[src/rtl/asd_pkg.sv]
package asd_pkg;

  localparam int AXIS_WIDTH_DEF  = 16;
  localparam int COUNT_WIDTH_DEF = 24;

  localparam int GAIN_W     = 9;
  localparam int THRESH_W   = 16;
  localparam int FILTER_W   = 24;
  localparam int LEVEL_W    = 16;
  localparam int STEPS_W    = 24;
  localparam int FRAC_SHIFT = 8;

  localparam int CFG_IDX_W  = 2;
  localparam int CFG_DATA_W = 16;

  localparam logic [CFG_IDX_W-1:0] REG_GAIN     = 2'd0;
  localparam logic [CFG_IDX_W-1:0] REG_HIGH_THR = 2'd1;
  localparam logic [CFG_IDX_W-1:0] REG_LOW_THR  = 2'd2;

  localparam logic [GAIN_W-1:0]   GAIN_RESET     = 9'd26;
  localparam logic [THRESH_W-1:0] HIGH_THR_RESET = 16'd3456;
  localparam logic [THRESH_W-1:0] LOW_THR_RESET  = 16'd3187;

  localparam logic [FILTER_W-1:0] FILTER_MAX = {FILTER_W{1'b1}};

endpackage

[src/rtl/accel_step_detector.sv]
// each sample is accepted in idle, squared and summed one axis at a time on the shared
//   squaring multiplier, reduced by the bit-serial square root, scaled by the gain and
//   committed in the update state, which waits until the output register is free; a new
//   sample is taken only in idle, so one sample is finished before the next is accepted
// a finished word waits in the output register while the next sample is taken
// reset (synchronous, active low) clears filter level, armed flag and step count
//   and loads the default gain and thresholds
module accel_step_detector #(
  parameter int AXIS_WIDTH  = asd_pkg::AXIS_WIDTH_DEF,
  parameter int COUNT_WIDTH = asd_pkg::COUNT_WIDTH_DEF
) (
  input  logic                               clk,
  input  logic                               rst_n,
  input  logic                               cfg_we,
  input  logic [asd_pkg::CFG_IDX_W-1:0]      cfg_index,
  input  logic [asd_pkg::CFG_DATA_W-1:0]     cfg_data,
  input  logic                               in_valid,
  output logic                               in_ready,
  input  logic signed [AXIS_WIDTH-1:0]       in_accel_x,
  input  logic signed [AXIS_WIDTH-1:0]       in_accel_y,
  input  logic signed [AXIS_WIDTH-1:0]       in_accel_z,
  output logic                               out_valid,
  input  logic                               out_ready,
  output logic [asd_pkg::STEPS_W-1:0]        out_total_steps,
  output logic                               out_new_step,
  output logic                               out_armed_flag,
  output logic [asd_pkg::LEVEL_W-1:0]        out_smoothed_level
);
  import asd_pkg::*;

  localparam int SUM_W  = 2 * AXIS_WIDTH;
  localparam int MAG_W  = AXIS_WIDTH;
  localparam int REM_W  = AXIS_WIDTH + 3;
  localparam int CNT_W  = $clog2(AXIS_WIDTH + 1);
  localparam int DIFF_W = ((MAG_W + FRAC_SHIFT > FILTER_W) ? MAG_W + FRAC_SHIFT : FILTER_W) + 1;
  localparam int PROD_W = DIFF_W + GAIN_W + 1;

  localparam logic [CNT_W-1:0] AX_X     = CNT_W'(0);
  localparam logic [CNT_W-1:0] AX_Y     = CNT_W'(1);
  localparam logic [CNT_W-1:0] AX_Z     = CNT_W'(2);
  localparam logic [CNT_W-1:0] ROOT_TOP = CNT_W'(AXIS_WIDTH - 1);
  localparam logic [COUNT_WIDTH-1:0] COUNT_MAX = {COUNT_WIDTH{1'b1}};

  typedef enum logic [2:0] {
    ST_IDLE,
    ST_SQUARE,
    ST_ROOT,
    ST_SCALE,
    ST_UPDATE
  } state_t;

  state_t state_r, state_nxt;

  logic [GAIN_W-1:0]   gain_r, gain_nxt;
  logic [THRESH_W-1:0] high_r, high_nxt;
  logic [THRESH_W-1:0] low_r, low_nxt;

  logic [FILTER_W-1:0]    filt_r, filt_nxt;
  logic                   armed_r, armed_nxt;
  logic [COUNT_WIDTH-1:0] count_r, count_nxt;

  logic signed [AXIS_WIDTH-1:0] ax_r, ax_nxt;
  logic signed [AXIS_WIDTH-1:0] ay_r, ay_nxt;
  logic signed [AXIS_WIDTH-1:0] az_r, az_nxt;
  logic [CNT_W-1:0]             cnt_r, cnt_nxt;
  logic [SUM_W-1:0]             sum_r, sum_nxt;
  logic [REM_W-1:0]             rem_r, rem_nxt;
  logic [MAG_W-1:0]             root_r, root_nxt;
  logic signed [PROD_W-1:0]     prod_r, prod_nxt;

  logic                  out_valid_r, out_valid_nxt;
  logic [STEPS_W-1:0]    out_steps_r, out_steps_nxt;
  logic                  out_new_r, out_new_nxt;
  logic                  out_armed_r, out_armed_nxt;
  logic [LEVEL_W-1:0]    out_level_r, out_level_nxt;

  // shared squaring unit
  logic signed [AXIS_WIDTH-1:0] sq_op;
  logic signed [SUM_W-1:0]      sq_res;

  // square root step
  logic [REM_W-1:0] rem_sh;
  logic [REM_W-1:0] trial;

  // filter and detector
  logic signed [DIFF_W-1:0]  diff;
  logic signed [PROD_W-1:0]  inc;
  logic signed [PROD_W-1:0]  nf;
  logic [FILTER_W-1:0]       nf_sat;
  logic [LEVEL_W-1:0]        level;
  logic                      fire;
  logic                      armed_after;
  logic [COUNT_WIDTH-1:0]    count_after;
  logic [STEPS_W+COUNT_WIDTH-1:0] count_wide;

  always_comb begin
    case (cnt_r)
      AX_X:    sq_op = ax_r;
      AX_Y:    sq_op = ay_r;
      default: sq_op = az_r;
    endcase
    sq_res = SUM_W'(sq_op) * SUM_W'(sq_op);

    rem_sh = {rem_r[REM_W-3:0], sum_r[SUM_W-1:SUM_W-2]};
    trial  = {1'b0, root_r, 2'b01};

    diff = $signed({{(DIFF_W-MAG_W-FRAC_SHIFT){1'b0}}, root_r, {FRAC_SHIFT{1'b0}}})
         - $signed({{(DIFF_W-FILTER_W){1'b0}}, filt_r});

    inc = prod_r >>> FRAC_SHIFT;
    nf  = $signed({{(PROD_W-FILTER_W){1'b0}}, filt_r}) + inc;
    if (nf < 0) begin
      nf_sat = '0;
    end else if (nf > $signed({{(PROD_W-FILTER_W){1'b0}}, FILTER_MAX})) begin
      nf_sat = FILTER_MAX;
    end else begin
      nf_sat = nf[FILTER_W-1:0];
    end

    level       = nf_sat[FILTER_W-1:FRAC_SHIFT];
    fire        = !armed_r && (level > high_r);
    armed_after = (armed_r || fire) && !(level < low_r);
    if (fire && (count_r != COUNT_MAX)) begin
      count_after = count_r + 1'b1;
    end else begin
      count_after = count_r;
    end
    count_wide = {{STEPS_W{1'b0}}, count_after};
  end

  always_comb begin
    state_nxt     = state_r;
    gain_nxt      = gain_r;
    high_nxt      = high_r;
    low_nxt       = low_r;
    filt_nxt      = filt_r;
    armed_nxt     = armed_r;
    count_nxt     = count_r;
    ax_nxt        = ax_r;
    ay_nxt        = ay_r;
    az_nxt        = az_r;
    cnt_nxt       = cnt_r;
    sum_nxt       = sum_r;
    rem_nxt       = rem_r;
    root_nxt      = root_r;
    prod_nxt      = prod_r;
    out_valid_nxt = out_valid_r;
    out_steps_nxt = out_steps_r;
    out_new_nxt   = out_new_r;
    out_armed_nxt = out_armed_r;
    out_level_nxt = out_level_r;

    if (cfg_we) begin
      case (cfg_index)
        REG_GAIN:     gain_nxt = cfg_data[GAIN_W-1:0];
        REG_HIGH_THR: high_nxt = cfg_data[THRESH_W-1:0];
        REG_LOW_THR:  low_nxt  = cfg_data[THRESH_W-1:0];
        default:      ;
      endcase
    end

    if (out_valid_r && out_ready) begin
      out_valid_nxt = 1'b0;
    end

    case (state_r)
      ST_IDLE: begin
        if (in_valid) begin
          ax_nxt    = in_accel_x;
          ay_nxt    = in_accel_y;
          az_nxt    = in_accel_z;
          cnt_nxt   = AX_X;
          sum_nxt   = '0;
          state_nxt = ST_SQUARE;
        end
      end
      ST_SQUARE: begin
        sum_nxt = sum_r + $unsigned(sq_res);
        if (cnt_r == AX_Z) begin
          cnt_nxt   = ROOT_TOP;
          rem_nxt   = '0;
          root_nxt  = '0;
          state_nxt = ST_ROOT;
        end else begin
          cnt_nxt = cnt_r + 1'b1;
        end
      end
      ST_ROOT: begin
        sum_nxt = {sum_r[SUM_W-3:0], 2'b00};
        if (rem_sh >= trial) begin
          rem_nxt  = rem_sh - trial;
          root_nxt = {root_r[MAG_W-2:0], 1'b1};
        end else begin
          rem_nxt  = rem_sh;
          root_nxt = {root_r[MAG_W-2:0], 1'b0};
        end
        if (cnt_r == '0) begin
          state_nxt = ST_SCALE;
        end else begin
          cnt_nxt = cnt_r - 1'b1;
        end
      end
      ST_SCALE: begin
        prod_nxt  = PROD_W'($signed({1'b0, gain_r})) * PROD_W'(diff);
        state_nxt = ST_UPDATE;
      end
      ST_UPDATE: begin
        // commit only when the output register is free
        if (!out_valid_r || out_ready) begin
          filt_nxt      = nf_sat;
          armed_nxt     = armed_after;
          count_nxt     = count_after;
          out_valid_nxt = 1'b1;
          out_steps_nxt = count_wide[STEPS_W-1:0];
          out_new_nxt   = fire;
          out_armed_nxt = armed_after;
          out_level_nxt = level;
          state_nxt     = ST_IDLE;
        end
      end
      default: state_nxt = ST_IDLE;
    endcase
  end

  always_ff @(posedge clk) begin
    if (!rst_n) begin
      state_r     <= ST_IDLE;
      gain_r      <= GAIN_RESET;
      high_r      <= HIGH_THR_RESET;
      low_r       <= LOW_THR_RESET;
      filt_r      <= '0;
      armed_r     <= 1'b0;
      count_r     <= '0;
      out_valid_r <= 1'b0;
    end else begin
      state_r     <= state_nxt;
      gain_r      <= gain_nxt;
      high_r      <= high_nxt;
      low_r       <= low_nxt;
      filt_r      <= filt_nxt;
      armed_r     <= armed_nxt;
      count_r     <= count_nxt;
      out_valid_r <= out_valid_nxt;
    end
    ax_r        <= ax_nxt;
    ay_r        <= ay_nxt;
    az_r        <= az_nxt;
    cnt_r       <= cnt_nxt;
    sum_r       <= sum_nxt;
    rem_r       <= rem_nxt;
    root_r      <= root_nxt;
    prod_r      <= prod_nxt;
    out_steps_r <= out_steps_nxt;
    out_new_r   <= out_new_nxt;
    out_armed_r <= out_armed_nxt;
    out_level_r <= out_level_nxt;
  end

  assign in_ready           = (state_r == ST_IDLE);
  assign out_valid          = out_valid_r;
  assign out_total_steps    = out_steps_r;
  assign out_new_step       = out_new_r;
  assign out_armed_flag     = out_armed_r;
  assign out_smoothed_level = out_level_r;

endmodule
[config.mk]
export PLATFORM = sky130hd
export DESIGN_NAME = accel_step_detector
export DESIGN_NICKNAME = d
export VERILOG_FILES = /design/src/rtl/asd_pkg.sv /design/src/rtl/accel_step_detector.sv
export SDC_FILE = /design/constraint.sdc
export NUM_CORES = 2
export LEC_CHECK = 0
export BUFFER_PORTS_ARGS = -buffer_cell sky130_fd_sc_hd__clkbuf_2
export CORE_MARGIN = 1
export CORE_UTILIZATION = 45
export CTS_CLUSTER_DIAMETER = 30
export CTS_CLUSTER_SIZE = 12
export DETAILED_ROUTE_END_ITERATION = 10
export GPL_ROUTABILITY_DRIVEN = 1
export RECOVER_POWER = 50
export SYNTH_ARGS = -nofsm -noshare
export SYNTH_HDL_FRONTEND = slang
export SYNTH_SLANG_ARGS = --single-unit
[constraint.sdc]
create_clock -name clk -period 10.55 [get_ports clk]
set_input_delay 0.5275 -clock clk [delete_from_list [all_inputs] [get_ports clk]]
set_output_delay 0.5275 -clock clk [all_outputs]
set_load 0.02 [all_outputs]
==> summary.md <==
| Metric | Value |
|---|---|
| Status | finished, violations left |
| Violated checks | capacitance limit, slew limit |
| DP HPWL | 58.6 mm |
| Register area share after synthesis | 23.1% |
| Share of layout cells above drive strength 1 | about 7.8% |
| Max Clk Rate | between 100 and 150 MHz |
| Vias | 23300 |
| Type of origin of the critical path | register |
| Die area | 73300 µm² |
| Min-delay src | in_accel_y[15] |
| Synth Cell Area | 32500 µm² |
| Mapped Avg Cell Area | 9.54 µm² |
| Ports | 115 |
| Core Rows | 98 |
| Critical path's slowest cell | and2_1 |
| Final Hold Fails | 0 |
| Worst setup path startpoint | cnt_r[2]$_DFFE_PP_ |
| Top-area cell type share of the netlist area | 27.6% |
| Number of flops mapped to enable cells by yosys | 187 |
| GR Util All Layers | between 20% and 30% |
| CP Max Fanout | 19 |
| Synthesis-to-finish area growth | 11.8% |
| Cells after Synth | 3408 |
| Largest net degree at the start of global routing | 55 |
| 1st-iter DRT viols | 1415 |
| Relative max-transition margin | -95.8% |
| Main flop type after synthesis | edfxtp_1 |
| Maxcap violations | 4 |
| Via/cell ratio | ~5.2 |
| Synth warnings | 0 |
| Pins Over Slew Limit | 170 |
| Worst slew pin tran | about 2.9 ns |
| Final period utilization | 87.6% |
| Antenna Nets Post-Route | 0 |
| Grt total ovfl | 0 |
| Reg-to-reg critical path startpoint | cnt_r[2]$_DFFE_PP_ |
| Setup violators final | 0 |
| Total Wirelength | 74.2 mm |
| Post-CTS Setup Bufs | 0 |
| Drt pass-1 iters | 5 |
| Chip width | 271 µm |
| Top cells by area, synth | fa_1, edfxtp_1, ha_1, inv_1, dfxtp_1 |
| Worst-path clk slew | 0.04 ns |
| Kind of cell adding the most delay to the critical path | adder cells |
| Deepest clock path buffer count | 3 |
| Critical Path RT | between 10 and 15 ns |
| Number of library cell types mapped by synthesis | 93 |
| Post-CTS Hold Buffers | 0 |
| Worst path bufs/invs | 6 |
| Placement Cell Area | between 30000 and 40000 µm² |
| Initial antenna violation count | 0 |
| Fraction of registers with async set/reset | 0% |
| Syn nets | 4207 |
| Tmin final | 9.24 ns |
| # resized after CTS | 0 |
| Clk_lat worst skew | 0.61 ns |
| Clock root buffer | clkbuf_16 |
| #FFs+latches synth | 281 |
| Cell type with the largest total area after synthesis | fa_1 |
| Type of the tightest min-delay check | in -> reg |
| N_diodes | 0 |
| Fin Clk Skew | 0.0343 ns |
| Kind of critical path | reg -> reg |
| Starting Density | between 40% and 50% |
| DR WL/cell | 16.4 µm |
| Clock sink total | about 280 |
| Chip height | 271 µm |
| Final worst slack | 1.31 ns |
| Core area | 71500 µm² |
| Filler cell count | 6631 |
| First-pass GRT wire length | 125 mm |
| Final setup TNS | 0 ns |
| Pre-CTS WS | between 1 and 1.5 ns |
| RSZ-0062 raised after global routing | no |
| Final nets | 4309 |
| CP arrival | between 9 and 10 ns |
| Number of global-route vias before repair | 24000 |
| Num CTS Buffers | 69 |
| I/O Buffers | between 100 and 150 |
| CP most frequent cell | fa_1 |
| CTS tree | yes |
| GP Congestion | 0.867 |
| Largest stage delay, worst path | 0.68 ns |
| Critical path capture point type | register |
| Final instance area | 36300 µm² |
| H-Tree Depth | 3 |
| DRC | 0 |
-- sequential cells by signal, summed over array words and instances, names as in the netlist, 3 cells and up --
signal / count
high_r: 16
low_r: 16
out_total_steps: 24
state_r: 3
filt_r: 24
root_r: 16
ay_r: 16
cnt_r: 5
sum_r: 32
count_r: 24
az_r: 16
gain_r: 9
prod_r: 27
ax_r: 16
rem_r: 17
out_smoothed_level: 16
-- Yosys cell counts (7+ instances only) --
cell type and instances:
nor2b_1 23, ha_1 279, a21oi_1 128, or4_1 10
nand2_1 373, clkbuf_1 87, xnor2_1 110, edfxtp_1 187
a31oi_1 10, o31ai_1 10, o211ai_1 18, mux2i_1 21
and2_1 148, o21a_1 24, nor4_1 11, o21ai_1 26
or3_1 8, or2_2 8, nor2_1 199, fa_1 449
a21o_1 58, clkinv_1 7, a22oi_1 19, o21bai_1 11
nand3_1 49, and3_1 14, nand2b_1 24, a31o_2 9
nor3_1 41, dfxtp_1 94, inv_1 637, nand4_1 25
buf_2 16, o21ai_0 80, xor2_1 55, a21oi_2 9
-- layer usage --
layer | routed length (µm) | vias up | track usage [%]
li1 | - | 11200 | -
met4 | 1160 | 0 | 4.53
met2 | 35100 | 484 | 35.0
met5 | 0 | - | 0
met3 | 3460 | 91 | 3.27
met1 | 34500 | 11500 | 29.3
-- logic make-up (layout without fill, tap and decap cells) --
group           count (synthesis)  after routing  share of synthesized area (%)
compound gates                483            483                           10.1
xor+xnor                      166            166                           4.49
fa+ha+maj                     728            728                           38.4
buf+inv                       759            916                           8.89
flops                         281            281                           23.1
mux                            28             28                          0.958
simple gates                  963            963                           14.1
-- worst register-to-register path: cells and delay by family (launching register included) --
| family | cells | cell delay (ns) |
|---|---|---|
| adders and majority gates | 7 | 3.32 |
| buffers and inverters | 6 | 0.70 |
| and+or+nand+nor | 6 | 2.11 |
| DFF | 1 | 0.47 |
| AOI/OAI and AO/OA | 8 | 2.21 |
| xor gates and xnor gates | 1 | 0.17 |
-- cell usage in the layout, fill, tap and decap left out, types with 25 or more instances in the layout --
| master | count |
|---|---|
| inv_1 | 636 |
| fa_1 | 449 |
| nand2_1 | 373 |
| ha_1 | 279 |
| nor2_1 | 197 |
| edfxtp_1 | 187 |
| and2_1 | 147 |
| a21oi_1 | 128 |
| xnor2_1 | 110 |
| dfxtp_1 | 94 |
| o21ai_0 | 80 |
| clkbuf_16 | 69 |
| clkbuf_2 | 67 |
| a21o_1 | 58 |
| clkbuf_1 | 58 |
| xor2_1 | 55 |
| nand3_1 | 49 |
| nor3_1 | 41 |
| o21ai_1 | 26 |
| nand4_1 | 25 |
-- final timing paths --
check | end | slack, ns | cells past startpoint
max | sum_r[30]$_DFFE_PP_ | 1.31 | 28
min | ay_r[15]$_DFFE_PP_ | 0.11 | 1
min reg2reg | low_r[7]$_SDFFE_PN0P_ | 0.45 | 2
max reg2reg | sum_r[30]$_DFFE_PP_ | 1.31 | 28
-- area by class of cell --
type | count | area, µm² | share of cell area, %
clock buffer | 78 | 1790 | 4.93
clock inverter | 48 | 574 | 1.58
inverter | 647 | 2430 | 6.68
multi-input combinational | 2368 | 22200 | 61.0
sequential | 281 | 7500 | 20.6
tap | 950 | 1190 | 3.27
timing repair buffer | 143 | 711 | 1.96
-- per-stage QoR --
| stage | hold slack [ns] | cells | utilization [%] |
|---|---|---|---|
| final | 0.114 | 4515 | 50.8 |
| after global routing | 0.0827 | 4515 | 50.8 |
| after CTS | 0.0775 | 4515 | 51.0 |
| after detailed placement | 0.446 | 4389 | 47.6 |
| after global placement | 0.444 | 4389 | 47.6 |
| after floorplan | 0.436 | 3408 | - |
Power is left out: the tool's default activity adds up to more than one toggle a clock period on the data nets, which glitch-free logic cannot reach.
